`src/design/dbdc_pkg.sv`:
```
// Shared types and constants for the day bucket distinct counter.
// Used by the front, the queue and the back of the block; no dependencies.
package dbdc_pkg;

    localparam int SECS_W      = 40;
    localparam int KEY_W       = 24;
    localparam int COUNT_W     = 32;
    localparam int LIMIT_W     = 7;
    localparam int QUEUE_DEPTH = 2;

    // The 86400 seconds of a day split as 2^DAY_SHIFT times the odd factor 675.
    // DAY_RECIP is floor(2^RECIP_SHIFT / 675).
    localparam int DAY_SHIFT   = 7;
    localparam int RECIP_SHIFT = 33;
    localparam logic [9:0]       DAY_ODD   = 10'd675;
    localparam logic [KEY_W-1:0] DAY_RECIP = 24'd12725829;

    localparam logic [LIMIT_W-1:0] LIMIT_RESET = 7'd64;

    localparam logic KIND_WINDOW  = 1'b0;
    localparam logic KIND_RESTART = 1'b1;

    // One classified item as it travels from the front to the back.
    typedef struct packed {
        logic             kind;
        logic [KEY_W-1:0] key;
    } queue_item_t;

endpackage

```
`src/design/dbdc_front.sv`:
```
// Front of the day bucket distinct counter: accepts items and turns the timestamp
// into a day key with a reciprocal multiplication. Depends on dbdc_pkg.
module dbdc_front (
    input  logic                          clk,
    input  logic                          rst_n,
    input  logic                          in_valid,
    output logic                          in_ready,
    input  logic                          kind,
    input  logic [dbdc_pkg::SECS_W-1:0]   acquired_seconds,
    output logic                          push_valid,
    input  logic                          push_ready,
    output dbdc_pkg::queue_item_t         push_item
);
    import dbdc_pkg::*;

    localparam int Y_W    = SECS_W - DAY_SHIFT;
    localparam int PROD_W = Y_W + KEY_W;

    typedef enum logic [1:0] {
        F_IDLE,
        F_MUL,
        F_FIX,
        F_PUSH
    } front_state_t;

    front_state_t      state_reg, state_next;
    logic [Y_W-1:0]    secs_reg, secs_next;
    logic [KEY_W-1:0]  key_reg, key_next;
    logic              kind_reg, kind_next;

    logic [PROD_W-1:0] prod;
    logic [Y_W-1:0]    key_times_odd;
    logic [Y_W-1:0]    rem_val;

    // The shifted time times the reciprocal lands at most one below the true
    // quotient, so a remainder of 675 or more means the estimate is one short.
    always_comb
    begin
        prod          = PROD_W'(secs_reg) * PROD_W'(DAY_RECIP);
        key_times_odd = Y_W'(key_reg) * Y_W'(DAY_ODD);
        rem_val       = secs_reg - key_times_odd;
    end

    always_comb
    begin
        state_next = state_reg;
        secs_next  = secs_reg;
        key_next   = key_reg;
        kind_next  = kind_reg;
        unique case (state_reg)
            F_IDLE:
            begin
                if (in_valid)
                begin
                    kind_next = kind;
                    if (kind == KIND_RESTART)
                    begin
                        key_next   = '0;
                        state_next = F_PUSH;
                    end
                    else
                    begin
                        secs_next  = acquired_seconds[SECS_W-1:DAY_SHIFT];
                        state_next = F_MUL;
                    end
                end
            end
            F_MUL:
            begin
                key_next   = prod[RECIP_SHIFT +: KEY_W];
                state_next = F_FIX;
            end
            F_FIX:
            begin
                if (rem_val >= Y_W'(DAY_ODD))
                begin
                    key_next = key_reg + KEY_W'(1);
                end
                state_next = F_PUSH;
            end
            F_PUSH:
            begin
                if (push_ready)
                begin
                    state_next = F_IDLE;
                end
            end
            default:
            begin
                state_next = F_IDLE;
            end
        endcase
    end

    always_ff @(posedge clk or negedge rst_n)
    begin
        if (!rst_n)
        begin
            state_reg <= F_IDLE;
        end
        else
        begin
            state_reg <= state_next;
        end
    end

    always_ff @(posedge clk)
    begin
        secs_reg <= secs_next;
        key_reg  <= key_next;
        kind_reg <= kind_next;
    end

    assign in_ready       = (state_reg == F_IDLE);
    assign push_valid     = (state_reg == F_PUSH);
    assign push_item.kind = kind_reg;
    assign push_item.key  = key_reg;

endmodule

```
`config.mk`:
```
export PLATFORM = sky130hd
export DESIGN_NAME = dbdc_front
export DESIGN_NICKNAME = d
export VERILOG_FILES = /design/src/design/dbdc_pkg.sv /design/src/design/dbdc_front.sv
export SDC_FILE = /design/constraint.sdc
export NUM_CORES = 1
export LEC_CHECK = 0
export ABC_AREA = 1
export BUFFER_PORTS_ARGS = -buffer_cell sky130_fd_sc_hd__clkbuf_2
export CORE_ASPECT_RATIO = 1.1
export CORE_MARGIN = 2
export CORE_UTILIZATION = 64
export DETAILED_ROUTE_END_ITERATION = 10
export GPL_TIMING_DRIVEN = 0
export PLACE_DENSITY_LB_ADDON = 0.05
export REMOVE_ABC_BUFFERS = 1
export SLEW_MARGIN = 20
export SYNTH_ARGS = -nofsm -noshare
export SYNTH_HDL_FRONTEND = slang
export SYNTH_SLANG_ARGS = --single-unit
```
`constraint.sdc`:
```
create_clock -name clk -period 12.02 [get_ports clk]
set_input_delay 0.601 -clock clk [delete_from_list [all_inputs] [get_ports clk]]
set_output_delay 0.601 -clock clk [all_outputs]
set_load 0.005 [all_outputs]
```
=== Word-level counts from Yosys, hierarchy flattened ===
Index checks and enable logic that the tools add are counted.

* Multipliers: 2
* Bitwise logic cells: 1
* Eq/ne operators: 7
* Mux-type cells: 8
* Reductions and logical operators: 6
* Add/sub/neg operators: 2
* Order comparisons: 1

{| class="wikitable"
|+ Operator list
! kind !! count
|-
| $mux 24 || 3
|-
| $pmux 24 s3 || 1
|-
| $mul 33x24->57 const B || 1
|-
| $ge 33x10->1 const B || 1
|-
| $mul 24x10->33 const B || 1
|-
| $sub 33x33->33 || 1
|-
| $add 24x1->24 const B || 1
|-
| $pmux 2 s4 || 1
|-
| $mux 2 || 3
|-
| $eq 2x2->1 const B || 2
|-
| $ne 2x1->1 const B || 2
|-
| $ne 2x2->1 const B || 2
|-
| $reduce_and 2->1 || 2
|-
| $reduce_and 4->1 || 1
|-
| $reduce_and 3->1 || 1
|-
| $reduce_bool 3->1 || 1
|-
| $eq 2x1->1 const B || 1
|-
| $logic_not 2->1 || 1
|-
| $not 1->1 || 1
|}

* Flip-flop bits (word level): 60
* Output and inout port bits: 27
* Bits of input ports: 45

=== Logic depth before layout (Yosys ltp) ===
* Word-level depth: 5
* Mapped depth: 29

=== Worst setup path after synthesis ===
Ideal clock, no wire load.

* Path kind: register -> register
* Start: reg secs_reg[9]
* End: reg key_reg[22] (data pin)
* Arrival time: 5.368 ns
* Slack: 6.384 ns
* Library setup time: 0.268 ns
* Required time: 11.752 ns
* Cell stages (with the launch flop): 26
* Cells stage by stage: edfxtp_1 fa_1 ha_1 inv_1 fa_1 inv_1 fa_1 fa_1 fa_1 inv_1 fa_1 inv_1 ha_1 nand2_1 nor2_1 inv_1 nor2_1 inv_1 nor4_1 nand2_1 nand2_1 nand2_1 nand3_1 nand2_1 nand3_1 a21oi_1

* Word-level cells in the longest chain between the ends: 2

{| class="wikitable"
|+ Ends and longest elaborated chain
! what !! RTL line !! source
|-
| start: declaration || dbdc_front.sv:27 || <nowiki>logic [Y_W-1:0] secs_reg, secs_next;</nowiki>
|-
| start signal: assignment || dbdc_front.sv:109 || <nowiki>secs_reg <= secs_next;</nowiki>
|-
| $mul 33x24->57 || dbdc_front.sv:39 || <nowiki>prod = PROD_W'(secs_reg) * PROD_W'(DAY_RECIP);</nowiki>
|-
| $pmux 24 s3 || dbdc_front.sv:50 || <nowiki>unique case (state_reg)</nowiki>
|-
| via key_next[22] || dbdc_front.sv:28 || <nowiki>logic [KEY_W-1:0] key_reg, key_next;</nowiki>
|-
| end signal: assignment || dbdc_front.sv:110 || <nowiki>key_reg <= key_next;</nowiki>
|-
| end: declaration || dbdc_front.sv:28 ||
|}

The timed path passes the listed nets, and every way through them passes these cells.
A chain may end at the register's enable or synchronous reset.

=== Final worst setup path ===
* Start: reg secs_reg[11]
* End: reg key_reg[23] (data pin)

The elaborated chain is that of the path after synthesis.

==> impl_metrics.ini <==
[status]
status = finished, final reports clean

[layout]
final_common_cell = inv_1
largest_reg_flops = 33
mostFrequentLayoutCells = inv_1 (760), ha_1 (477), nand2_1 (442), fa_1 (303), nor2_1 (174)
layout-drive-gt1-share = 0.0376
antenna_cells = 0
area_growth_pct = 5.10
nets = 3587

[synth]
seq_area_frac_synth = 0.0824
synth_seq_cells = 60
yosys.area_share.simple = 0.160
synth-edff-count = 58
synth_warnings = 0
synth-xor-area-share = 0.00805
synthMuxAreaShare = 0
syn_avg_cell_area_um2 = 8.07
yosysUniqueCellTypes = 45
syn_inst = 2694
synth_compound_area_frac = 0.0626
synth_top_family_by_area = adder cells
synth_top_flop_cell = edfxtp_1
synth_area_mm2 = 0.0217
async_reset_ff_frac = 0.0333
synthAdderAreaFrac = 0.553

[job]
cap_violations = 0

[critical_path]
cp_common_cell = fa_1
cp_slowest_cell = edfxtp_1
worst_r2r_path_depth = 21
cp_max_fo = 11
endpoint_kind = flop
cp_cell_sequence = fa_1 > ha_1 > inv_1 > fa_1 > fa_1 > inv_1 > fa_1 > fa_1 > inv_1 > fa_1 > inv_1 > ha_1 > a21oi_1 > nand2_1 > a21oi_1 > o21ai_0 > o21ai_0 > nand2_1 > nand2_1 > nand3_1 > a21oi_1
worst_ep_arrival_time_ps = 6710
r2r_start = secs_reg[11]
rrSetupSlack_ps = 5490
r2r-end = key_reg[23]
start_kind = flop
worstPathRequired_ps = 12200
critPathMaxStageDelay_ps = 760
crit_type = flop to flop

[place]
io_buffer_count = 64
place_hpwl_mm = 49.5
globalplace.congestion = 0.938

[route]
drt-initial-drc-count = 782
via_per_inst = 5.44
routedWlPerCell_um = 17.6
drtPass1Iterations = 7
vias = 17400
wl_mm = 56.2
ant_nets = 0
drcViolationCount = 0

[floorplan]
fp.dieW_um = 180
core-area_mm2 = 0.0334
rows = 70
die-area_mm2 = 0.0355
die_h_um = 197
start_util = 0.652
ios = 72

[timing]
tightest_slew_ps = 1080
setup_tns_ps = 0
finalClockSkew_ps = 13.1
setup_viol = 0
hold_viol = 0
relSlewSlack = 0.281
timing.fmax_mhz = 153
rsz0062_at_grt = no
period_minus_slack_ps = 6530
report.final.slew_viol_count = 0
period_share = 0.543

[clocking]
clockBufferDepth = 2
cts_sinks = 60
post-cts-setup-buffers = 0
cts.htree.levels = 3
cts_tree = yes
postCtsHoldBufs = 0
worstSkewPairLatency_ps = 350
cts_buffers = 9
clk_pin_slew_ps = 60
cts_resized = 0
root_buffer = clkbuf_16

[grt]
antenna_found_initial = 0
grt_max_degree = 27
met1_usage = 0.396
grt_use_met3 = 0.0286
grtUsageMet2 = 0.619
grt_pass1_vias = 18500
grt_pass1_wl_mm = 91.9
grt.busiest_layer = met2
grt-ovfl-total = 0
grt_use_total = 0.334

[worst_hold_path]
holdCritPathClass = input port to async pin
logic make-up (layout without fill, tap and decap cells):
kind of cell,Yosys count,after routing
compound gates,242,242
simple gates,824,824
flops,60,60
fa+ha+maj,780,780
xor+xnor,20,20
buf+inv,768,840
cells in the mapped netlist (2+ instances only):
| cell type | n | area share |
|---|---|---|
| nor3_2 | 2 | 0.00092 |
| o21ai_1 | 4 | 0.00092 |
| o21bai_1 | 17 | 0.0059 |
| nor3_1 | 25 | 0.0058 |
| xor2_1 | 9 | 0.0036 |
| nand3_1 | 113 | 0.026 |
| fa_1 | 303 | 0.28 |
| buf_4 | 2 | 0.00069 |
| nand3_2 | 2 | 0.00092 |
| o21ai_0 | 62 | 0.014 |
| a21boi_0 | 9 | 0.0031 |
| nand2_2 | 3 | 0.00086 |
| xnor2_1 | 11 | 0.0044 |
| nor2_2 | 8 | 0.0023 |
| nor4_1 | 6 | 0.0017 |
| dfrtp_1 | 2 | 0.0023 |
| o21a_1 | 3 | 0.0010 |
| edfxtp_1 | 58 | 0.080 |
| o221ai_1 | 2 | 0.00081 |
| nor2_1 | 175 | 0.030 |
| a31oi_1 | 9 | 0.0026 |
| a21o_1 | 10 | 0.0035 |
| nand2_1 | 442 | 0.076 |
| nand3b_1 | 10 | 0.0035 |
| or2_2 | 7 | 0.0020 |
| a21oi_1 | 114 | 0.026 |
| o211ai_1 | 6 | 0.0021 |
| clkbuf_4 | 2 | 0.00069 |
| nand4_1 | 25 | 0.0072 |
| and2_1 | 2 | 0.00058 |
| or2_0 | 2 | 0.00058 |
| inv_1 | 760 | 0.13 |
| ha_1 | 477 | 0.27 |
through the flow:
step / std cells / instance area [um2] / hold WS [ps] / setup slack, ps / utilization
global placement: 3182 / 22500 / 388 / 5580 / 0.676
detailed placement: 3183 / 22600 / 391 / 5520 / 0.677
CTS: 3198 / 22900 / 14.8 / 5470 / 0.685
finish: 3198 / 22900 / 19.6 / 5490 / 0.685
floorplan: 2686 / 21700 / 305 / 6360 / -
global route: 3198 / 22900 / 19.0 / 5100 / 0.685
area by class of cell:
type,instances,area [um2]
repair buffers,65,340
clock inverters,5,53.8
well taps,432,541
inverters,760,2850
flip-flops and latches,60,1790
multi-input cells,1866,17100
fillers,2813,10500
clock buffers,10,229
critical path: cells and delay by family, from the launching register on:
family,cells,cell delay (ps)
buffers and inverters,4,220
AOI/OAI and AO/OA,5,1190
DFF,1,760
adders and majority gates,8,3730
and+or+nand+nor,4,410
worst max-delay path by stage:
stage / start / end / slack (ps) / depth (start not counted)
finish: secs_reg[11] / key_reg[23] / 5490 / 21
global route: secs_reg[11] / key_reg[23] / 5100 / 23
CTS: secs_reg[11] / key_reg[23] / 5470 / 20
detailed placement: secs_reg[9] / key_reg[23] / 5520 / 20
global placement: secs_reg[9] / key_reg[23] / 5580 / 20
floorplan: secs_reg[9] / key_reg[22] / 6360 / 25
routing by layer:
| layer | share of wire | routed length [um] |
|---|---|---|
| met4 | 0.047 | 2620 |
| met3 | 0.037 | 2090 |
| met1 | 0.41 | 22800 |
| met2 | 0.51 | 28600 |
| met5 | 0 | 0 |
Power is left out: the tool's default activity adds up to more than one toggle a clock period on the data nets, which glitch-free logic cannot reach.
