## src/design/dbdc_pkg.sv

```systemverilog
// Shared types and constants for the day bucket distinct counter.
// Used by the front, the queue and the back of the block; no dependencies.
package dbdc_pkg;

    localparam int SECS_W      = 40;
    localparam int KEY_W       = 24;
    localparam int COUNT_W     = 32;
    localparam int LIMIT_W     = 7;
    localparam int QUEUE_DEPTH = 2;

    // The 86400 seconds of a day split as 2^DAY_SHIFT times the odd factor 675.
    // DAY_RECIP is floor(2^RECIP_SHIFT / 675).
    localparam int DAY_SHIFT   = 7;
    localparam int RECIP_SHIFT = 33;
    localparam logic [9:0]       DAY_ODD   = 10'd675;
    localparam logic [KEY_W-1:0] DAY_RECIP = 24'd12725829;

    localparam logic [LIMIT_W-1:0] LIMIT_RESET = 7'd64;

    localparam logic KIND_WINDOW  = 1'b0;
    localparam logic KIND_RESTART = 1'b1;

    // One classified item as it travels from the front to the back.
    typedef struct packed {
        logic             kind;
        logic [KEY_W-1:0] key;
    } queue_item_t;

endpackage

```

## src/design/dbdc_ram.sv

```systemverilog
// Generic simple dual port RAM with one write port and one registered read port.
// No package dependencies.
module dbdc_ram #(
    parameter int WIDTH = 32,
    parameter int DEPTH = 64,
    localparam int AW = (DEPTH > 1) ? $clog2(DEPTH) : 1
) (
    input  logic             clk,
    input  logic             we,
    input  logic [AW-1:0]    waddr,
    input  logic [WIDTH-1:0] wdata,
    input  logic             re,
    input  logic [AW-1:0]    raddr,
    output logic [WIDTH-1:0] rdata
);

    logic [WIDTH-1:0] mem_reg [DEPTH];
    logic [WIDTH-1:0] rdata_reg;

    always_ff @(posedge clk)
    begin
        if (we)
        begin
            mem_reg[waddr] <= wdata;
        end
        if (re)
        begin
            rdata_reg <= mem_reg[raddr];
        end
    end

    assign rdata = rdata_reg;

endmodule

```

## src/design/dbdc_back.sv

```systemverilog
// Back of the day bucket distinct counter: scans the key table, updates counts,
// appends new days and holds the result register. Depends on dbdc_pkg, dbdc_ram.
module dbdc_back #(
    parameter int TABLE_DEPTH = 64,
    localparam int IDX_W = (TABLE_DEPTH > 1) ? $clog2(TABLE_DEPTH) : 1,
    localparam int CNT_W = $clog2(TABLE_DEPTH + 1)
) (
    input  logic                          clk,
    input  logic                          rst_n,
    input  logic                          cfg_we,
    input  logic [dbdc_pkg::LIMIT_W-1:0]  cfg_wdata,
    input  logic                          q_valid,
    output logic                          q_ready,
    input  dbdc_pkg::queue_item_t         q_item,
    output logic                          out_valid,
    input  logic                          out_ready,
    output logic [IDX_W-1:0]              slot_index,
    output logic [dbdc_pkg::KEY_W-1:0]    day_key,
    output logic [dbdc_pkg::COUNT_W-1:0]  day_count,
    output logic                          is_new,
    output logic                          ignored,
    output logic [CNT_W-1:0]              distinct_total
);
    import dbdc_pkg::*;

    localparam int LIM_W = (CNT_W > LIMIT_W) ? CNT_W : LIMIT_W;
    localparam logic [LIM_W-1:0] DEPTH_L = LIM_W'(TABLE_DEPTH);

    typedef enum logic {
        B_IDLE,
        B_SCAN
    } back_state_t;

    back_state_t        state_reg, state_next;
    logic [LIMIT_W-1:0] limit_reg, limit_next;
    logic [KEY_W-1:0]   key_reg, key_next;
    logic [CNT_W-1:0]   used_reg, used_next;
    logic               stopped_reg, stopped_next;
    logic [CNT_W-1:0]   issue_reg, issue_next;
    logic               cmp_valid_reg, cmp_valid_next;
    logic [IDX_W-1:0]   cmp_idx_reg, cmp_idx_next;

    logic               out_valid_reg, out_valid_next;
    logic [IDX_W-1:0]   slot_reg, slot_next;
    logic [KEY_W-1:0]   okey_reg, okey_next;
    logic [COUNT_W-1:0] ocount_reg, ocount_next;
    logic               new_reg, new_next;
    logic               ign_reg, ign_next;
    logic [CNT_W-1:0]   total_reg, total_next;

    logic [LIM_W-1:0]   eff_limit;
    logic [CNT_W-1:0]   used_inc;
    logic               out_free;
    logic               hit, scan_end, table_full;
    logic [KEY_W-1:0]   key_rdata;
    logic [COUNT_W-1:0] cnt_rdata, cnt_sat;

    logic               rd_en;
    logic               key_we, cnt_we;
    logic [IDX_W-1:0]   wr_addr;
    logic [COUNT_W-1:0] cnt_wdata;

    // Both stores are read at the same address so a matching key comes with its count.
    dbdc_ram #(
        .WIDTH (KEY_W),
        .DEPTH (TABLE_DEPTH)
    ) u_key_ram (
        .clk   (clk),
        .we    (key_we),
        .waddr (wr_addr),
        .wdata (key_reg),
        .re    (rd_en),
        .raddr (issue_reg[IDX_W-1:0]),
        .rdata (key_rdata)
    );

    dbdc_ram #(
        .WIDTH (COUNT_W),
        .DEPTH (TABLE_DEPTH)
    ) u_count_ram (
        .clk   (clk),
        .we    (cnt_we),
        .waddr (wr_addr),
        .wdata (cnt_wdata),
        .re    (rd_en),
        .raddr (issue_reg[IDX_W-1:0]),
        .rdata (cnt_rdata)
    );

    // A limit of zero acts as one, and a limit above the table acts as its depth.
    always_comb
    begin
        if (limit_reg == '0)
        begin
            eff_limit = LIM_W'(1);
        end
        else if (LIM_W'(limit_reg) > DEPTH_L)
        begin
            eff_limit = DEPTH_L;
        end
        else
        begin
            eff_limit = LIM_W'(limit_reg);
        end
    end

    assign used_inc   = used_reg + CNT_W'(1);
    assign out_free   = !out_valid_reg || out_ready;
    assign hit        = (state_reg == B_SCAN) && cmp_valid_reg && (key_rdata == key_reg);
    assign scan_end   = (state_reg == B_SCAN) && !cmp_valid_reg && (issue_reg == used_reg);
    assign table_full = (LIM_W'(used_reg) >= eff_limit);
    assign cnt_sat    = (cnt_rdata == '1) ? cnt_rdata : cnt_rdata + COUNT_W'(1);

    always_comb
    begin
        state_next     = state_reg;
        limit_next     = cfg_we ? cfg_wdata : limit_reg;
        key_next       = key_reg;
        used_next      = used_reg;
        stopped_next   = stopped_reg;
        issue_next     = issue_reg;
        cmp_valid_next = cmp_valid_reg;
        cmp_idx_next   = cmp_idx_reg;

        out_valid_next = out_valid_reg && !out_ready;
        slot_next      = slot_reg;
        okey_next      = okey_reg;
        ocount_next    = ocount_reg;
        new_next       = new_reg;
        ign_next       = ign_reg;
        total_next     = total_reg;

        q_ready   = 1'b0;
        rd_en     = 1'b0;
        key_we    = 1'b0;
        cnt_we    = 1'b0;
        wr_addr   = used_reg[IDX_W-1:0];
        cnt_wdata = COUNT_W'(1);

        unique case (state_reg)
            B_IDLE:
            begin
                if (q_valid)
                begin
                    if (q_item.kind == KIND_RESTART)
                    begin
                        if (out_free)
                        begin
                            q_ready        = 1'b1;
                            used_next      = '0;
                            stopped_next   = 1'b0;
                            out_valid_next = 1'b1;
                            slot_next      = '0;
                            okey_next      = '0;
                            ocount_next    = '0;
                            new_next       = 1'b0;
                            ign_next       = 1'b1;
                            total_next     = '0;
                        end
                    end
                    else if (stopped_reg)
                    begin
                        if (out_free)
                        begin
                            q_ready        = 1'b1;
                            out_valid_next = 1'b1;
                            slot_next      = '0;
                            okey_next      = q_item.key;
                            ocount_next    = '0;
                            new_next       = 1'b0;
                            ign_next       = 1'b1;
                            total_next     = used_reg;
                        end
                    end
                    else
                    begin
                        q_ready        = 1'b1;
                        key_next       = q_item.key;
                        issue_next     = '0;
                        cmp_valid_next = 1'b0;
                        state_next     = B_SCAN;
                    end
                end
            end
            B_SCAN:
            begin
                if (hit)
                begin
                    if (out_free)
                    begin
                        cnt_we         = 1'b1;
                        wr_addr        = cmp_idx_reg;
                        cnt_wdata      = cnt_sat;
                        out_valid_next = 1'b1;
                        slot_next      = cmp_idx_reg;
                        okey_next      = key_reg;
                        ocount_next    = cnt_sat;
                        new_next       = 1'b0;
                        ign_next       = 1'b0;
                        total_next     = used_reg;
                        state_next     = B_IDLE;
                    end
                end
                else if (scan_end)
                begin
                    if (out_free)
                    begin
                        out_valid_next = 1'b1;
                        okey_next      = key_reg;
                        state_next     = B_IDLE;
                        if (table_full)
                        begin
                            stopped_next = 1'b1;
                            slot_next    = '0;
                            ocount_next  = '0;
                            new_next     = 1'b0;
                            ign_next     = 1'b1;
                            total_next   = used_reg;
                        end
                        else
                        begin
                            key_we       = 1'b1;
                            cnt_we       = 1'b1;
                            used_next    = used_inc;
                            stopped_next = (LIM_W'(used_inc) >= eff_limit);
                            slot_next    = used_reg[IDX_W-1:0];
                            ocount_next  = COUNT_W'(1);
                            new_next     = 1'b1;
                            ign_next     = 1'b0;
                            total_next   = used_inc;
                        end
                    end
                end
                else if (issue_reg < used_reg)
                begin
                    // Read the next entry while the previous one is compared.
                    rd_en          = 1'b1;
                    cmp_valid_next = 1'b1;
                    cmp_idx_next   = issue_reg[IDX_W-1:0];
                    issue_next     = issue_reg + CNT_W'(1);
                end
                else
                begin
                    cmp_valid_next = 1'b0;
                end
            end
            default:
            begin
                state_next = B_IDLE;
            end
        endcase
    end

    always_ff @(posedge clk or negedge rst_n)
    begin
        if (!rst_n)
        begin
            state_reg     <= B_IDLE;
            limit_reg     <= LIMIT_RESET;
            used_reg      <= '0;
            stopped_reg   <= 1'b0;
            cmp_valid_reg <= 1'b0;
            out_valid_reg <= 1'b0;
        end
        else
        begin
            state_reg     <= state_next;
            limit_reg     <= limit_next;
            used_reg      <= used_next;
            stopped_reg   <= stopped_next;
            cmp_valid_reg <= cmp_valid_next;
            out_valid_reg <= out_valid_next;
        end
    end

    always_ff @(posedge clk)
    begin
        key_reg     <= key_next;
        issue_reg   <= issue_next;
        cmp_idx_reg <= cmp_idx_next;
        slot_reg    <= slot_next;
        okey_reg    <= okey_next;
        ocount_reg  <= ocount_next;
        new_reg     <= new_next;
        ign_reg     <= ign_next;
        total_reg   <= total_next;
    end

    assign out_valid      = out_valid_reg;
    assign slot_index     = slot_reg;
    assign day_key        = okey_reg;
    assign day_count      = ocount_reg;
    assign is_new         = new_reg;
    assign ignored        = ign_reg;
    assign distinct_total = total_reg;

endmodule

```

## config.mk

```make
export PLATFORM = sky130hd
export DESIGN_NAME = dbdc_back
export DESIGN_NICKNAME = d
export VERILOG_FILES = /design/src/design/dbdc_pkg.sv /design/src/design/dbdc_ram.sv /design/src/design/dbdc_back.sv
export SDC_FILE = /design/constraint.sdc
export NUM_CORES = 2
export LEC_CHECK = 0
export BUFFER_PORTS_ARGS = -buffer_cell sky130_fd_sc_hd__buf_2
export CORE_UTILIZATION = 45
export DETAILED_ROUTE_END_ITERATION = 10
export PLACE_DENSITY_LB_ADDON = 0.3
export SLEW_MARGIN = 40
export SYNTH_ARGS = -nofsm -noshare
export SYNTH_HDL_FRONTEND = slang
export SYNTH_SLANG_ARGS = --single-unit
```

## constraint.sdc

```tcl
create_clock -name clk -period 16.6 [get_ports clk]
set_clock_uncertainty 0.2 [all_clocks]
set_input_delay 3.32 -clock clk [delete_from_list [all_inputs] [get_ports clk]]
set_output_delay 3.32 -clock clk [all_outputs]
set_load 0.05 [all_outputs]
```

[Yosys cells after proc, flatten, opt, wreduce, memory -nomap -nowiden]
Memories as Yosys holds them, arrays and structs flattened. A register that Yosys moved wholly into a read port is not among the register bits.
Cells that the tools add are included.
Cells by class
  $add $sub $neg: 3
  reductions and logical operators: 19
  eq/ne operators: 19
  bitwise gates (word level): 5
  mux-type cells: 124
  $lt $le $gt $ge: 4
Operators with widths (count)
  $mux W32: 12
  $mux W24: 8
  $mux W7: 20
  $mux W6: 12
  $pmux W32 S2: 1
  $mux W1: 60
  $pmux W24 S2: 1
  $pmux W7 S2: 3
  $add A32 B1 Y32 const B: 1
  $eq A32 B32 Y1 const B: 1
  $eq A24 B24 Y1: 1
  $reduce_and A4 Y1: 4
  $reduce_and A5 Y1: 3
  $add A7 B1 Y7 const B: 2
  $ge A7 B7 Y1: 2
  $ne A2 B2 Y1 const B: 7
  $ne A3 B3 Y1 const B: 4
  $pmux W1 S2: 6
  $pmux W6 S2: 1
  $reduce_and A6 Y1: 2
  $eq A7 B7 Y1: 1
  $gt A7 B7 Y1 const B: 1
  $logic_not A7 Y1: 1
  $lt A7 B7 Y1: 1
  6 further kinds: 19
Storage, ports and cells
  memory bits (writable): 3584
  memories: 2
  flip-flop bits (word level): 126
Memory list
  u_count_ram.mem_reg: words 64, width 32, rd ports 1, clocked after Yosys merged registers in 1, wr ports 1, line dbdc_ram.sv:17  | logic [WIDTH-1:0] mem_reg [DEPTH];
  u_key_ram.mem_reg: words 64, width 24, rd ports 1, clocked after Yosys merged registers in 1, wr ports 1, line dbdc_ram.sv:17

[Longest topological paths before layout]
  word-level depth: 11
  gate-level depth with buffers: 14

[Cells and area by module]
A second synthesis with hierarchy kept.
Unflattened totals
  cell total of the unflattened synthesis: 6714
  area, all modules: 145609.7 um2
By module, submodules not included
  dbdc_ram at u_count_ram: instances 1, area each 79359.9 um2, seq. area each 62459.9 um2, cells an instance 3511
  dbdc_ram at u_key_ram: instances 1, area each 59535.8 um2, seq. area each 46844.9 um2, cells an instance 2610
  dbdc_back: instances 1, area each 6713.9 um2, seq. area each 3694.8 um2, cells an instance 593

[Least setup slack after synthesis]
OpenSTA, ideal clock, no wires.
  kind: input-to-output
  start: input out_ready
  end: output q_ready
  stages: 6
  arrival time: 4.768 ns
  data required time: 13.080 ns
  path buffers: 3
  path slack: 8.312 ns
  path through: nor2b_1 -> clkbuf_1 -> clkbuf_1 -> buf_1 -> nor2_1 -> o21a_1
Between the ends
  cells in the longest elaborated chain, start to end: 6
RTL lines
  start: declaration: line dbdc_back.sv:16  | input logic out_ready,
  $logic_or A1 B1 Y1 *: line dbdc_back.sv:108  | assign out_free = !out_valid_reg || out_ready;
  $mux W1 *: line dbdc_back.sv:147, dbdc_back.sv:163
  $mux W1: line dbdc_back.sv:161  | else if (stopped_reg)
  $mux W1 *: line dbdc_back.sv:145  | if (q_item.kind == KIND_RESTART)
  $mux W1 *: line dbdc_back.sv:143  | if (q_valid)
  $mux W1 *: line dbdc_back.sv:140  | unique case (state_reg)
  end: declaration: line dbdc_back.sv:13  | output logic q_ready,
Every way passes the cells marked *; elsewhere a longest branch is shown, timed or not.

[Worst setup path after layout]
Ends and elaborated chain as after synthesis.

==> flow_metrics.tcl <==
set metrics [dict create \
    initial_core_util 0.4538 \
    p_per_area_mw_per_mm2 146.8 \
    clock_path_buffers 4 \
    row_count 207 \
    wl_met1_mm 142.5 \
    r2r_slack_ns 10.96 \
    grt_pass1_wl_mm 499.9 \
    dr_wl_met3_mm 27.46 \
    setup.worst_path.end "q_ready" \
    die_h_um 569.2 \
    drive_gt1_frac 0.3305 \
    num_io_pins 110 \
    port_buffers 109 \
    cts_resized 0 \
    dp_hpwl_mm 201.7 \
    largest_register_ffs 2048 \
    r2r-start "key_reg[21]" \
    ant_nets 0 \
    hold_path.class "flip-flop to flip-flop" \
    async_reset_ff_frac 0.004780 \
    p_comb_frac 0.221 \
    num_vias 67020 \
    fp.dieW_um 569.2 \
    netlist_instances 6063 \
    critPathMaxFanout 29 \
    cts_hold_buf 0 \
    antenna_found_initial 6 \
    outcome "finished clean" \
    p_total_mw 24.27 \
    drt-wirelength-per-cell_um 31.70 \
    totalWireLength_mm 351.5 \
    required_ns 13.08 \
    synth-seq-cells 3766 \
    grt.overflow.total 0 \
    max_cap_viol_count 0 \
    drc_errors 0 \
    grt_pass1_vias 67654 \
    drt_iter0_drc 8386 \
    netlist_top_cells_count "edfxtp_1 (3748), mux4_2 (1120), nor2_1 (202)" \
    path_clk_slew_ns 0.06 \
    internal_power_mw 17.49 \
    worstSkewPairLatency_ns 0.89 \
    post-route-min-period_ns 7.966 \
    synth.top_cell.area_share 0.7773 \
    yosys.area.top_type "edfxtp_1" \
    die-area_mm2 0.3240 \
    stdcell_area_mm2 0.1653 \
    clkSinkCount 3766 \
    worst_pin_slew_ns 1.013 \
    relSlewSlack 0.3249 \
    post-route-period-util 0.4799 \
    ir_drop_uv 149.1 \
    yosysWarningCount 0 \
    grt_max_degree 127 \
    path_class "input port to primary output" \
    reg2reg_depth 8 \
    grtUsageTotal 0.2162 \
    power.net_switching_mw 6.784 \
    placed_area_mm2 0.1532 \
    cp.arrival_ns 4.45 \
    via_per_inst 6.043 \
    postLayoutCoreUtil 0.5182 \
    critical_path.startpoint "out_ready" \
    rr_endpoint "u_count_ram.mem_reg[48][20]" \
    maxSlewViolCount 0 \
    cts_root_buf "clkbuf_16" \
    setup_viol 0 \
    area_growth_pct 14.20 \
    dr.pass1.iters 6 \
    syn_area_mm2 0.1448 \
    worst_setup_path_start_kind "input port" \
    timing.fmax_ghz 0.1255 \
    tns_ns 0 \
    crit_path_end_kind "primary output" \
    highest_layer "met5" \
    cts_setup_buffers 0 \
    wl_met2_mm 167.9 \
    rsz0062_at_grt "false" \
    ys.flop_type "edfxtp_1" \
    synth-edff-count 3748 \
    hold_violations 0 \
    gp_congestion 0.8405 \
    synth_area_leaders "edfxtp_1 (78%), mux4_2 (17%), a22oi_1 (0.60%)" \
    yosysMostFrequentCell "edfxtp_1" \
    synth_nets 6126 \
    syn_area_per_cell_um2 23.88 \
    core_mm2 0.3191 \
    p_sw_frac 0.2795 \
    hold_ws_ns 0.3280 \
    share_clk_of_total_power 0.337 \
    nNetsFinal 6585 \
    p_leak_nw 56.24 \
    ys_types 60 \
    ys_seq_area_frac 0.7805 \
    cts_tree "built" \
    p_seq_frac 0.442 \
    cts_htree_levels 5 \
    cts-buffers-inserted 367 \
]
==> layer usage <==
layer  GRT usage  vias to the layer above
li1            -                    27048
met1      0.3090                    36453
met2      0.3389                     2982
met3     0.03433                      535
met4     0.07898                        2
met5           0                        -
==> kinds of logic (layout without fill, tap and decap cells) <==
| kind of cell | after synthesis | in the layout | synth area share |
|---|---|---|---|
| DFF | 3766 | 3766 | 0.7805 |
| muxes | 1134 | 1134 | 0.1752 |
| and+or+nand+nor | 487 | 487 | 0.01544 |
| buffers and inverters | 341 | 1077 | 0.01030 |
| AOI/OAI and AO/OA | 244 | 244 | 0.01238 |
| xor gates and xnor gates | 65 | 65 | 0.003932 |
| adders and majority gates | 26 | 26 | 0.002247 |
| other | 0 | 7 | 0 |
==> final cells by class <==
class | count | area [µm²]
Sequential cell | 3766 | 113000
Tap cell | 4284 | 5360
Multi-Input combinational cell | 1956 | 31640
Clock inverter | 208 | 2058
Inverter | 20 | 75.07
Fill cell | 24335 | 153700
Timing Repair Buffer | 411 | 3637
Antenna cell | 7 | 17.52
Clock buffer | 438 | 9557
==> worst min-delay path by stage <==
stage / to / depth (start not counted) / startpoint / slack [ns]
after floorplan: cmp_idx_reg[0] / 0 / issue_reg[0] / 0.25
after global routing: limit_reg[0] / 1 / limit_reg[0] / 0.35
after global placement: limit_reg[0] / 1 / limit_reg[0] / 0.31
after detailed placement: limit_reg[0] / 1 / limit_reg[0] / 0.32
final: limit_reg[0] / 1 / limit_reg[0] / 0.33
after CTS: limit_reg[0] / 1 / limit_reg[0] / 0.34
==> through the flow <==
| stage | setup WS (ns) | cells |
|---|---|---|
| floorplan | 8.312 | 6063 |
| global placement | 8.629 | 10384 |
| detailed placement | 8.653 | 10414 |
| CTS | 8.652 | 11060 |
| global route | 8.596 | 11083 |
| finish | 8.634 | 11090 |
==> critical path: stages <==
cell and delay (ns):
buf_2 0.11, nor2b_2 0.12, buf_4 0.41, nor2_1 0.08
o21a_1 0.19, buf_2 0.21
==> cell usage in the layout, fill, tap and decap left out, types with 9 or more instances in the layout <==
master,instances
nand4_1,21
nand2b_1,9
xor2_1,27
and3_1,20
buf_4,225
clkbuf_1,66
a21oi_1,21
a31oi_1,11
clkbuf_16,373
clkinv_2,65
ha_1,26
buf_8,15
bufinv_16,39
edfxtp_1,3748
inv_1,19
buf_2,109
buf_6,25
clkinv_1,74
clkinvlp_4,14
o21ai_0,10
nand2_1,111
nand3_1,38
mux4_2,1120
nor3_2,14
buf_16,20
xnor2_1,35
nor2_2,24
inv_6,11
a22o_1,23
nor2_4,108
a22oi_1,113
dfrtp_1,16
nor2_1,70
buf_12,16
==> power groups by stage <==
stage	sequential [mW]	combinational [mW]	clock (mW)
4_1_cts	10.7	5.37	8.30
3_5_place_dp	10.9	5.36	0
5_1_grt	10.7	5.62	8.63
2_1_floorplan	11.0	3.51	0
6_report	10.7	5.37	8.17
3_3_place_gp	10.9	5.27	0
Power figures use the tool's default switching activity.
