--- src/design/dbdc_pkg.sv ---
// Shared types and constants for the day bucket distinct counter.
// Used by the front, the queue and the back of the block; no dependencies.
package dbdc_pkg;

    localparam int SECS_W      = 40;
    localparam int KEY_W       = 24;
    localparam int COUNT_W     = 32;
    localparam int LIMIT_W     = 7;
    localparam int QUEUE_DEPTH = 2;

    // The 86400 seconds of a day split as 2^DAY_SHIFT times the odd factor 675.
    // DAY_RECIP is floor(2^RECIP_SHIFT / 675).
    localparam int DAY_SHIFT   = 7;
    localparam int RECIP_SHIFT = 33;
    localparam logic [9:0]       DAY_ODD   = 10'd675;
    localparam logic [KEY_W-1:0] DAY_RECIP = 24'd12725829;

    localparam logic [LIMIT_W-1:0] LIMIT_RESET = 7'd64;

    localparam logic KIND_WINDOW  = 1'b0;
    localparam logic KIND_RESTART = 1'b1;

    // One classified item as it travels from the front to the back.
    typedef struct packed {
        logic             kind;
        logic [KEY_W-1:0] key;
    } queue_item_t;

endpackage

--- src/design/dbdc_queue.sv ---
// Short queue of classified items between the front and the back.
// Depends on dbdc_pkg for the item type and depth.
module dbdc_queue (
    input  logic                   clk,
    input  logic                   rst_n,
    input  logic                   push_valid,
    output logic                   push_ready,
    input  dbdc_pkg::queue_item_t  push_item,
    output logic                   pop_valid,
    input  logic                   pop_ready,
    output dbdc_pkg::queue_item_t  pop_item
);
    import dbdc_pkg::*;

    localparam int QPTR_W = (QUEUE_DEPTH > 1) ? $clog2(QUEUE_DEPTH) : 1;
    localparam int QCNT_W = $clog2(QUEUE_DEPTH + 1);

    queue_item_t       slot_reg [QUEUE_DEPTH];
    logic [QPTR_W-1:0] wr_ptr_reg, wr_ptr_next;
    logic [QPTR_W-1:0] rd_ptr_reg, rd_ptr_next;
    logic [QCNT_W-1:0] fill_reg, fill_next;
    logic              do_push, do_pop;

    assign push_ready = (fill_reg != QCNT_W'(QUEUE_DEPTH));
    assign pop_valid  = (fill_reg != '0);
    assign do_push    = push_valid && push_ready;
    assign do_pop     = pop_valid && pop_ready;
    assign pop_item   = slot_reg[rd_ptr_reg];

    always_comb
    begin
        wr_ptr_next = wr_ptr_reg;
        rd_ptr_next = rd_ptr_reg;
        fill_next   = fill_reg;
        if (do_push)
        begin
            wr_ptr_next = (wr_ptr_reg == QPTR_W'(QUEUE_DEPTH - 1)) ? '0
                                                                   : wr_ptr_reg + QPTR_W'(1);
        end
        if (do_pop)
        begin
            rd_ptr_next = (rd_ptr_reg == QPTR_W'(QUEUE_DEPTH - 1)) ? '0
                                                                   : rd_ptr_reg + QPTR_W'(1);
        end
        if (do_push && !do_pop)
        begin
            fill_next = fill_reg + QCNT_W'(1);
        end
        else if (do_pop && !do_push)
        begin
            fill_next = fill_reg - QCNT_W'(1);
        end
    end

    always_ff @(posedge clk or negedge rst_n)
    begin
        if (!rst_n)
        begin
            wr_ptr_reg <= '0;
            rd_ptr_reg <= '0;
            fill_reg   <= '0;
        end
        else
        begin
            wr_ptr_reg <= wr_ptr_next;
            rd_ptr_reg <= rd_ptr_next;
            fill_reg   <= fill_next;
        end
    end

    always_ff @(posedge clk)
    begin
        if (do_push)
        begin
            slot_reg[wr_ptr_reg] <= push_item;
        end
    end

endmodule

--- config.mk ---
export PLATFORM = sky130hd
export DESIGN_NAME = dbdc_queue
export DESIGN_NICKNAME = d
export VERILOG_FILES = /design/src/design/dbdc_pkg.sv /design/src/design/dbdc_queue.sv
export SDC_FILE = /design/constraint.sdc
export NUM_CORES = 1
export LEC_CHECK = 0
export BUFFER_PORTS_ARGS = -buffer_cell sky130_fd_sc_hd__buf_2
export CAP_MARGIN = 20
export CORE_UTILIZATION = 46
export DETAILED_ROUTE_END_ITERATION = 6
export PLACE_DENSITY_LB_ADDON = 0.1
export SKIP_LAST_GASP = 1
export SYNTH_ARGS = -nofsm -noshare
export SYNTH_HDL_FRONTEND = slang
export SYNTH_SLANG_ARGS = --single-unit
--- constraint.sdc ---
create_clock -name clk -period 1.86 [get_ports clk]
set_input_delay 0.093 -clock clk [delete_from_list [all_inputs] [get_ports clk]]
set_output_delay 0.093 -clock clk [all_outputs]
set_load 0.05 [all_outputs]
# Word-level counts from Yosys, hierarchy flattened

Memory sizes are Yosys's and may differ from the RTL's.
Index checks and enable logic that the tools add are counted.
W data, S select, Z words.

Register bits after elaboration: 4
Memory bits (writable): 50
Input port bits: 29
Output and inout port bits: 27
Logic and storage cells: 23
Memories kept: 1

Memory list:

| name     | words | bits a word | read ports | clocked after Yosys merged registers in | wr ports | RTL line         | text |
|---|---|---|---|---|---|---|---|
| slot_reg | 2     | 25          | 1          | 0                                       | 1        | dbdc_queue.sv:18 | `queue_item_t slot_reg [QUEUE_DEPTH];` |

$add $sub $neg: 4
Eq/ne operators: 1
Multiplexer cells: 6
Reductions and logical operators: 8

Operator list:

| cell                  | count |
|---|---|
| $logic_and A1 B1 Y1   | 4 |
| $mux W1               | 4 |
| $mux W2               | 2 |
| $reduce_bool A2 Y1    | 2 |
| $add A1 B1 Y1 const B | 2 |
| $add A2 B1 Y2 const B | 1 |
| $logic_not A1 Y1      | 2 |
| $ne A2 B2 Y1 const B  | 1 |
| $sub A2 B1 Y2 const B | 1 |

# Logic depth before layout (Yosys ltp)

Gate-level depths: netlist of the first run.

Depth in word-level cells: 6
Gate-level depth with buffers: 7
Mapped depth without buffers: 7

# Worst setup path after synthesis of the first run

No wires, ideal clock.

Kind: register to register
From: register fill_reg[0]
To: memory slot_reg[0][0] (netlist name) (enable)
Arrival time: 2136 ps
Required time: 1453 ps
Setup slack: -683 ps
Stages on the path, launching flop included: 4
Path buffers: 0
Path through: dfrtp_1 -> nand2b_1 -> nand2_1 -> nor2_1

Cells in the longest elaborated chain, start to end: 4

Ends and longest elaborated chain:

| what                          | RTL line         | text |
|---|---|---|
| start, declared               | dbdc_queue.sv:21 | `logic [QCNT_W-1:0] fill_reg, fill_next;` |
| start signal, assigned        | dbdc_queue.sv:67 | `fill_reg <= fill_next;` |
| $ne A2 B2 Y1                  | dbdc_queue.sv:24 | `assign push_ready = (fill_reg != QCNT_W'(QUEUE_DEPTH));` |
| named net push_ready          | dbdc_queue.sv:7  | `output logic push_ready,` |
| $logic_and A1 B1 Y1           | dbdc_queue.sv:26 | `assign do_push = push_valid && push_ready;` |
| $mux W1                       | dbdc_queue.sv:73 | `if (do_push)` |
| $mux W1 (implied by the code) | dbdc_queue.sv:75 | `slot_reg[wr_ptr_reg] <= push_item;` |
| end, declared                 | dbdc_queue.sv:18 |  |

The timed path passes the listed nets, and every way through them passes these cells.

==> results of run 1 <==
## routing by layer
metal | up-vias | share of wire [%] | wire length, um
li1 | 539 | - | -
met1 | 539 | 41 | 1340
met2 | 32 | 53 | 1740
met3 | 6 | 4.8 | 159
met4 | 0 | 1.6 | 53
met5 | - | 0 | 0
## metrics by stage
step	util, %	total power [mW]	hold WS (ns)	worst slack [ns]	instance area (sq um)
after global placement	55.5	3.97	-0.0994	0.370	2430
after CTS	63.6	4.70	0.0814	0.124	2790
after global routing	63.6	4.86	0.0987	0.0770	2790
after floorplan	-	3.66	-0.203	0.183	2110
final	63.6	4.65	0.0959	0.152	2790
after detailed placement	55.5	4.01	-0.0953	0.291	2430
## critical path, delay by kind of cell (launching register included)
kind                   cells  cell delay [ns]
DFF                        1             0.50
buffers and inverters      2             0.46
muxes                      1             0.36
## cell type report
| type | instances | area (sq um) |
|---|---|---|
| clock buffer | 6 | 82.6 |
| inverter | 1 | 3.75 |
| fill | 326 | 1590 |
| timing repair buffer | 84 | 571 |
| sequential | 54 | 1600 |
| multi-input combinational | 38 | 454 |
| clock inverter | 2 | 12.5 |
| tap | 52 | 65.1 |
## power by group
group          internal, mW  leakage [nW]  switching (mW)
clock                 0.299        0.0472           0.350
sequential             1.67         0.511           0.117
combinational         0.750         0.573            1.46
## worst max-delay path by stage
stage	start	end	slack (ns)
after global placement	fill_reg[0]	slot_reg[1][12]	0.37
final	rd_ptr_reg	pop_item[4]	0.15
after CTS	rd_ptr_reg	pop_item[4]	0.12
after global routing	rd_ptr_reg	pop_item[4]	0.08
after detailed placement	fill_reg[0]	fill_reg[1]	0.29
after floorplan	fill_reg[0]	slot_reg[0][0]	0.18
## placed cells by master (no fill, tap or decap), drive strengths merged
cell type,instances
mux2,25
xor2,2
clkinv,1
or2,1
dlygate4sd3,26
nor2,2
nand2,2
inv,1
edfxtp,50
buf,58
xnor2,3
and3,1
nand2b,1
clkbuf,6
dfrtp,4
ha,1
clkinvlp,1
## kinds of logic after synthesis
family | synth area share, %
mux | 16.8
simple gates | 1.61
xor+xnor | 2.09
buf+inv | 2.62
fa+ha+maj | 0.596
flops | 76.3
==> results.md, run 1 <==
- Post-CTS Resized: 0
- Yosys cell types: 15
- # DRC: 0
- Leakage: between 1 and 1.5 nW
- Min-Delay Startpoint: pop_ready
- Crit-path max cell delay: 0.50 ns
- Mean Syn Cell Area: between 20 and 25 sq um
- Die area: just under 5000 sq um
- Share of layout cells above drive strength 1: 50.8%
- Grt met2 use: approximately a quarter
- Total Nets Final: around 210
- Yosys reg bits: between 50 and 60
- Max FFs per register: 50
- Hold EP: rd_ptr_reg
- Fin. Hold Viols: 0
- Final Skew: 0.00543 ns
- Critical path peak fanout: 23
- Largest net degree at the start of global routing: 26
- Number of synthesized flops with an enable pin: 50
- Worst Max-Slew Pin Slew: between 0.5 and 0.6 ns
- GPL Wtd Cong: 0.594
- Synth cell count leaders: edfxtp_1 (50), mux2_4 (19), mux2_2 (6), dfrtp_1 (4), xnor2_1 (3)
- Worst skew pair latency: 0.30 ns
- Synth warnings: 0
- Crit path DAT: between 1.5 and 2 ns
- Worst hold-check path type: in2reg
- Critical path data required time: 1.77 ns
- H-Tree Level Count: 2
- Fin crit share: between 90% and 100%
- Top post-synthesis cells by area: edfxtp_1 (72%), mux2_4 (14%), dfrtp_1 (4.8%)
- CP Cell Sequence: buf_12 -> mux2_2 -> buf_2
- Initial Util: approximately 48%
- Vias in the first global route: approximately 1200
- Number of max-cap violations: 0
- Clk root buf: clkbuf_8
- Final setup viols: 0
- Most frequent cell after synthesis: edfxtp_1
- Unrepaired setup endpoints after global routing: no
- Vias: roughly 1100
- Syn Inst Count: 96
- First-pass GRT wire length: ~5.3 mm
- GR peak layer: met2
- Ys async rst share: 7.41%
- Initial antenna violation count: 0
- CTS tree: done
- Routed length per placed instance: ~14 um
- Met3 Use GR: under 10%
- Cells on worst reg2reg path: 7
- Total gr overflow: 0
- Sink Count: 54
- Hold depth: 3
- Clock transition at the registers of the reported paths: 0.09 ns
- Row count: 24
- Synthesis-to-layout area growth: 32.9%
- Worst Setup End Kind: output port
- Reg2reg start: fill_reg[0]
- Reg2Reg Capture Point: fill_reg[1]
- Core area: 4380 sq um
- Crit Path Category: reg2out
- Predominant post-synthesis flop cell: edfxtp_1
- Num ports: between 50 and 60
- DP HPWL: 2.09 mm
- Post-Layout Cell Count: around 240
- Fmax: ~590 MHz
- Max transition margin: 60.5%
- Post-synthesis sequential area ratio: between 70 and 80%
- Vias/cell: between 4 and 5
- Drt pass-1 iters: 3
- Mapped Area: approximately 2100 sq um
- PwrDens: roughly 1700 nW/um^2
- Cell taking the most area after synthesis: edfxtp_1
- Synth top area share: between 70% and 80%
- Antenna viol nets, final: 0
- CP startpoint kind: flip-flop
- Dpl cells: between 200 and 250
- Ant. Diodes: 0
- Peak supply drop: 0.906 mV
- Width of the chip: 69.6 um
- CTS Buf Count: 5
- Critical Path Slowest Stage Cell: dfrtp_1
- Setup TNS Final: 0 ns
- Tot GR Track Use: 14.5%
- R2r setup slk: around 0.28 ns
- Hold Buf Count CTS: 26
- Die H: roughly 70 um
- IO Port Bufs: between 50 and 60
- Status: finished clean
- Clock Path Buffers: 2
- Met1 GRT Util: around 17%
- Net count after synthesis: 126
- Final Max Tran Viols: 0
- Min cycle time layout: about 1.7 ns
- Drt initial violations: 49
- Routed WL: approximately 3.3 mm
- Setup Buffers After CTS: 0
Note: power is estimated with default switching activity, not from simulation.
==> run 2: changes to the inputs <==
--- a/config.mk
+++ b/config.mk
@@ -7,7 +7,7 @@
 export LEC_CHECK = 0
 export BUFFER_PORTS_ARGS = -buffer_cell sky130_fd_sc_hd__buf_2
 export CAP_MARGIN = 20
-export CORE_UTILIZATION = 46
+export CORE_UTILIZATION = 51
 export DETAILED_ROUTE_END_ITERATION = 6
 export PLACE_DENSITY_LB_ADDON = 0.1
 export SKIP_LAST_GASP = 1
==> constraint.sdc (replaced) <==
create_clock -name clk -period 1.65 [get_ports clk]
set_input_delay 0.0825 -clock clk [delete_from_list [all_inputs] [get_ports clk]]
set_output_delay 0.0825 -clock clk [all_outputs]
set_load 0.05 [all_outputs]
==> run 2 against run 1 <==
Compared with the run above: die area shrank 9.5%; global-route usage up 2.6 points; clock power grew 15%; register-to-register slack got worse by 0.16 ns; combinational power rose by 15%; sequential cell count did not move; via count up 0.18%; first-iteration DRC count shrank 29%; clock skew shrank 0.0035 ns; clock-buffer cell count is the same; highest routed layer unchanged; total power rose by 14%.
==> results.md, run 2 (synthesized netlist as in run 1, its figures left out) <==
- Status: finished clean
- Commonest non-fill, non-tap cells in the layout: buf_2 (55), edfxtp_1 (50), dlygate4sd3_1 (26)
- Worst skew pair latency: 0.30 ns (about the same)
- Antenna viol nets, final: 0 (unchanged)
- Worst Max-Slew Pin Slew: 0.258 ns (-0.334 ns)
- Final Skew: 0.00198 ns (-0.00346 ns)
- CP startpoint kind: flip-flop
- Switching share of total power: 41.5% (about the same)
- Worst hold-check path type: in2reg
- Initial Util: 55.3% (+7.4 points)
- Crit-path max cell delay: 0.36 ns (-0.14 ns)
- Fmax: roughly 640 MHz
- Critical path's top delay family: buffers and inverters
- Critical Path Slowest Stage Cell: dfrtp_1
- CTS tree: done
- Number of max-cap violations: 0 (unchanged)
- Drt pass-1 iters: 4 (+1)
- Final setup viols: 0 (unchanged)
- Post-CTS Resized: 0 (unchanged)
- CTS Buf Count: 5 (unchanged)
- PwrDens: 1880 nW/um^2 (+13%)
- Unrepaired setup endpoints after global routing: no
- # DRC: 0 (unchanged)
- Most common cell after layout, fill and taps aside: buf_2
- Sink Count: 54 (unchanged)
- IO Port Bufs: 55 (unchanged)
- Hold Buf Count CTS: 26 (unchanged)
- Leakage: 1.15 nW (+1.3%)
- Clk pwr share: 14.1% (about the same)
- Worst Setup End Kind: output port
- Buf+Inv Stages, Crit Path: 2 (unchanged)
- Largest net degree at the start of global routing: 26 (unchanged)
- Clock transition at the registers of the reported paths: 0.09 ns (about the same)
- Die area: 4380 sq um (-9.5%)
- DP HPWL: 2.20 mm (+5.0%)
- Vias in the first global route: 1175 (+2.2%)
- GPL Wtd Cong: 0.600 (+0.98%)
- Final instance area: 2810 sq um (+0.67%)
- Max transition margin: 82.9% (+22 points)
- Synthesis-to-layout area growth: 33.8%
- Initial antenna violation count: 0 (unchanged)
- Core Util, Final: 73.9% (+10 points)
- Fin. Hold Viols: 0 (unchanged)
- Routed WL: 3.28 mm (-0.64%)
- Vias: 1118 (+0.18%)
- Num ports: 56 (unchanged)
- Share of layout cells above drive strength 1: 51.3% (+0.53 points)
- Critical path data required time: 1.57 ns (-0.20 ns)
- Final Max Tran Viols: 0 (unchanged)
- Vias/cell: 4.76 (+1.0%)
- Total gr overflow: 0 (unchanged)
- Crit Path Category: reg2out
- Clk root buf: clkbuf_8
- Width of the chip: 66.2 um (-4.9%)
- Sequential power share: 37.8% (-0.6 points)
- Psw: 2.20 mW (+14%)
- Drt initial violations: 35 (-29%)
- Core area: 3800 sq um (-13%)
- Crit path DAT: 1.48 ns (-0.14 ns)
- Fin crit share: roughly 95%
- Internal: 3.10 mW (+14%)
- Row count: 22 (-8.3%)
- Ant. Diodes: 0 (unchanged)
- Tot GR Track Use: 17.1% (+2.6 points)
- Critical path peak fanout: 13 (-43%)
- H-Tree Level Count: 2 (unchanged)
- Total Nets Final: 216 (+0.93%)
- Min cycle time layout: ~1.6 ns
- Setup Buffers After CTS: 0 (unchanged)
- Peak supply drop: 1.35 mV (+49%)
- CP Cell Sequence: buf_4 -> mux2_2 -> buf_2
- Clock Path Buffers: 2 (unchanged)
- Max FFs per register: 50 (unchanged)
- Setup TNS Final: 0 ns (unchanged)
- First-pass GRT wire length: 5.16 mm (-3.4%)
- Placement-stage cell area: 2450 sq um (+0.62%)
- Comb power frac: 48.1% (+0.5 points)
- Die H: 66.2 um (-4.9%)
- Routed length per placed instance: 13.9 um (+0.21%)
==> run 2: changes by cell type in the layout (fill, tap and decap cells not counted) <==
| cell | previous run | this run |
|---|---|---|
| buf_4 | 2 | 4 |
| clkinv_2 | 1 | 0 |
| inv_6 | 0 | 1 |
| nand2b_2 | 1 | 0 |
| nand2b_4 | 0 | 1 |
==> run 2: through the flow <==
step                      instances  power [mW]  setup slack [ns]  hold slack, ns
after global routing            235        5.54           0.00762          0.0928
after detailed placement        201        4.56             0.142          -0.104
after global placement          201        4.50             0.224          -0.110
final                           235        5.29            0.0879          0.0863
after CTS                       235        5.36            0.0667          0.0803
after floorplan                  96        4.14            0.0153          -0.213
==> run 2: final timing paths <==
kind                        startpoint          end  slack, ns  depth (start not counted)
hold / removal               pop_ready   rd_ptr_reg       0.09                          3
max in group asynchronous        rst_n   rd_ptr_reg       1.43                          2
setup reg to reg           fill_reg[0]  fill_reg[1]       0.12                          7
hold reg to reg            fill_reg[1]  fill_reg[1]       0.55                          1
min in group asynchronous        rst_n  fill_reg[1]       0.10                          2
setup / recovery            rd_ptr_reg  pop_item[5]       0.09                          3
==> run 2: power by group through the flow <==
stage,Clock [mW],Sequential (mW),Combinational [mW]
floorplan,0,2.00,2.14
global placement,0,2.01,2.49
detailed placement,0,2.04,2.52
CTS,0.781,2.01,2.57
global route,0.827,2.03,2.68
finish,0.748,2.00,2.54
==> run 2: worst register-to-register path, cell delays in order (launching register included) <==
cell      delay, ns
dfrtp_1        0.43
nand2b_4       0.16
nand2_1        0.15
inv_1          0.07
ha_1           0.22
xor2_1         0.15
nor2_1         0.12
xor2_1         0.15
==> run 2: layer usage <==
metal / vias up / wire (um) / track usage (%)
li1: 546 / - / -
met1: 533 / 1230 / 17.2
met2: 34 / 1820 / 32.1
met3: 5 / 168 / 4.48
met4: 0 / 55 / 7.98
met5: - / 0 / 0
==> run 2: area by class of cell <==
type                       count  area, sq um
sequential                    54         1600
inverter                       1         3.75
tap                           48         60.1
clock inverter                 2         16.3
fill                         252          990
clock buffer                   6         82.6
multi-input combinational     38          459
timing repair buffer          86          586
==> run 3: changes to the inputs <==
--- a/config.mk
+++ b/config.mk
@@ -7,7 +7,7 @@
 export LEC_CHECK = 0
 export BUFFER_PORTS_ARGS = -buffer_cell sky130_fd_sc_hd__buf_2
 export CAP_MARGIN = 20
-export CORE_UTILIZATION = 51
+export CORE_UTILIZATION = 30
 export DETAILED_ROUTE_END_ITERATION = 6
 export PLACE_DENSITY_LB_ADDON = 0.1
 export SKIP_LAST_GASP = 1
==> run 3 against run 2 <==
Compared with the run above: sequential cell count unchanged; routed wire length rose by 5.7%; die area grew 68%; first-iteration DRC count up 37%; worst setup slack better by 0.031 ns; hold slack got worse by 0.029 ns; clock skew rose by 0.0034 ns; sequential share of layout area down 1.5 points; highest routed layer unchanged; core utilization down 31 points; clock power is 2% lower; combinational power rose by 2%; global-route usage fell by 6.6 points.
==> results.md, run 3 (synthesized netlist as in run 1, its figures left out) <==
- Fin. Hold Viols: 0 (unchanged)
- Routed length per placed instance: 12.1 um (-13%)
- Crit path DAT: 1.45 ns (-0.03 ns)
- Tot GR Track Use: 10.4% (-6.6 points)
- H-Tree Level Count: 2 (unchanged)
- Number of max-cap violations: 0 (unchanged)
- Clk root buf: clkbuf_8
- Worst skew pair latency: 0.30 ns (about the same)
- Synthesis-to-layout area growth: 37.5%
- Antenna viol nets, final: 0 (unchanged)
- Status: finished clean
- Max transition margin: 82.6% (-0.32 points)
- Metal-1 WL: 1.41 mm (+15%)
- Min cycle time layout: 1.53 ns (-0.0312 ns)
- Total gr overflow: 0 (unchanged)
- First-pass GRT wire length: 5.66 mm (+9.6%)
- Crit Path Category: reg2out
- Die H: 85.7 um (+29%)
- Vias in the first global route: 1187 (+1.0%)
- Routed WL: 3.46 mm (+5.7%)
- Die area: 7340 sq um (+68%)
- Largest net degree at the start of global routing: 19 (-27%)
- Initial antenna violation count: 0 (unchanged)
- Clock Path Buffers: 2 (unchanged)
- Core area: 6790 sq um (+79%)
- Initial Util: 30.9% (-24 points)
- Fillcell total: 628 (+150%)
- PwrDens: 1850 nW/um^2 (-2.0%)
- Final setup viols: 0 (unchanged)
- Overall power: 5.34 mW (+0.79%)
- Critical path peak fanout: 10 (-3)
- IO Port Bufs: 55 (unchanged)
- Total Nets Final: 218 (+0.93%)
- Detail Route met3 WL: 144 um (-14%)
- Worst Setup End Kind: output port
- Worst hold margin: 0.0572 ns (-0.0291 ns)
- CTS tree: done
- Max FFs per register: 50 (unchanged)
- WL met2: 1.85 mm (+1.5%)
- Critical path data required time: 1.57 ns (about the same)
- Fmax: 653 MHz (+2.0%)
- Share of layout cells above drive strength 1: 52.4% (+1.0 points)
- CTS Buf Count: 5 (unchanged)
- DP HPWL: 2.38 mm (+8.5%)
- Unrepaired setup endpoints after global routing: no
- Peak supply drop: 1.07 mV (-21%)
- CP startpoint kind: flip-flop
- Clock transition at the registers of the reported paths: 0.09 ns (about the same)
- Register area: 1600 sq um (about the same)
- GPL Wtd Cong: 0.667 (+11%)
- Commonest non-fill, non-tap cells in the layout: buf_2 (55), edfxtp_1 (50), dlygate4sd3_1 (26)
- DR top layer: met4
- Ant. Diodes: 0 (unchanged)
- Vias/cell: 3.98 (-16%)
- # DRC: 0 (unchanged)
- Vias: 1134 (+1.4%)
- Area occupied by multi-input gates: 459 sq um (unchanged)
- Drt initial violations: 48 (+37%)
- Drt pass-1 iters: 4 (unchanged)
- Row count: 30 (+36%)
- Worst hold-check path type: in2reg
- Width of the chip: 85.7 um (+29%)
- Fin crit share: 92.8% (-1.9 points)
- Num ports: 56 (unchanged)
- Final Max Tran Viols: 0 (unchanged)
- Most common cell after layout, fill and taps aside: buf_2
- Worst Max-Slew Pin Slew: 0.263 ns (+0.00484 ns)
- Sink Count: 54 (unchanged)
- Leakage: 1.15 nW (+0.74%)
- Final Skew: 0.00541 ns (+0.00343 ns)
==> run 3: cell types whose count changed in the layout (fill, tap and decap cells not counted) <==
| cell | before | now |
|---|---|---|
| dfrtp_1 | 4 | 3 |
| dfrtp_2 | 0 | 1 |
| clkinv_4 | 0 | 1 |
| clkbuf_8 | 6 | 5 |
| buf_6 | 0 | 2 |
==> run 3: report_power, final <==
part / internal, mW / switching, mW / total [mW] / leakage, nW
combinational: 0.911 / 1.68 / 2.59 / 0.600
sequential: 1.88 / 0.133 / 2.01 / 0.510
clock: 0.307 / 0.427 / 0.733 / 0.0447
total: 3.10 / 2.24 / 5.34 / 1.15
==> run 3: metal layers <==
metal | global-route usage (%) | vias to the layer above
met3 | 3.27 | 5
met2 | 18.5 | 36
met1 | 11.6 | 546
met5 | 0 | -
li1 | - | 547
met4 | 4.09 | 0
==> run 3: through the flow <==
step | instances | worst slack [ns] | cell area, sq um | setup TNS, ns | util [%]
6_report | 285 | 0.119 | 2890 | 0 | 42.5
5_1_grt | 285 | 0.0355 | 2890 | 0 | 42.5
4_1_cts | 284 | -0.0550 | 2870 | -0.819 | 42.3
3_5_place_dp | 250 | 0.170 | 2520 | 0 | 37.1
3_3_place_gp | 250 | 0.241 | 2520 | 0 | 37.1
2_1_floorplan | 96 | 0.0153 | 2120 | 0 | -
==> run 3: repair_timing <==
item                                    CTS  global route
endpoints found under the setup margin   19            19
hold buffers                             26             0
endpoints found under the hold margin    54             0
buffers inserted                          0             1
resized for setup                         0             2
==> run 3: critical path, cell delays in order (launching register included) <==
cell and delay, ns:
dfrtp_2 0.42, buf_6 0.20, mux2_4 0.31, buf_2 0.21
==> run 3: path summary, 6_finish.rpt <==
path                                  start           to  slack [ns]  cells past startpoint
min in group asynchronous             rst_n  fill_reg[0]        0.10                      2
worst min-delay path              pop_ready   rd_ptr_reg        0.06                      3
worst min register to register  fill_reg[0]  fill_reg[0]        0.55                      1
max in group asynchronous             rst_n   rd_ptr_reg        1.42                      2
worst max-delay path             rd_ptr_reg  pop_item[6]        0.12                      3
worst max register to register  fill_reg[0]  fill_reg[1]        0.16                      6
==> run 3: cell type report <==
cell class | count | share of cell area (%)
flip-flops and latches | 54 | 55.5
repair buffers | 88 | 21.1
multi-input cells | 38 | 15.9
well taps | 96 | 4.16
clock buffers | 5 | 2.38
clock inverters | 3 | 0.867
inverters | 1 | 0.130
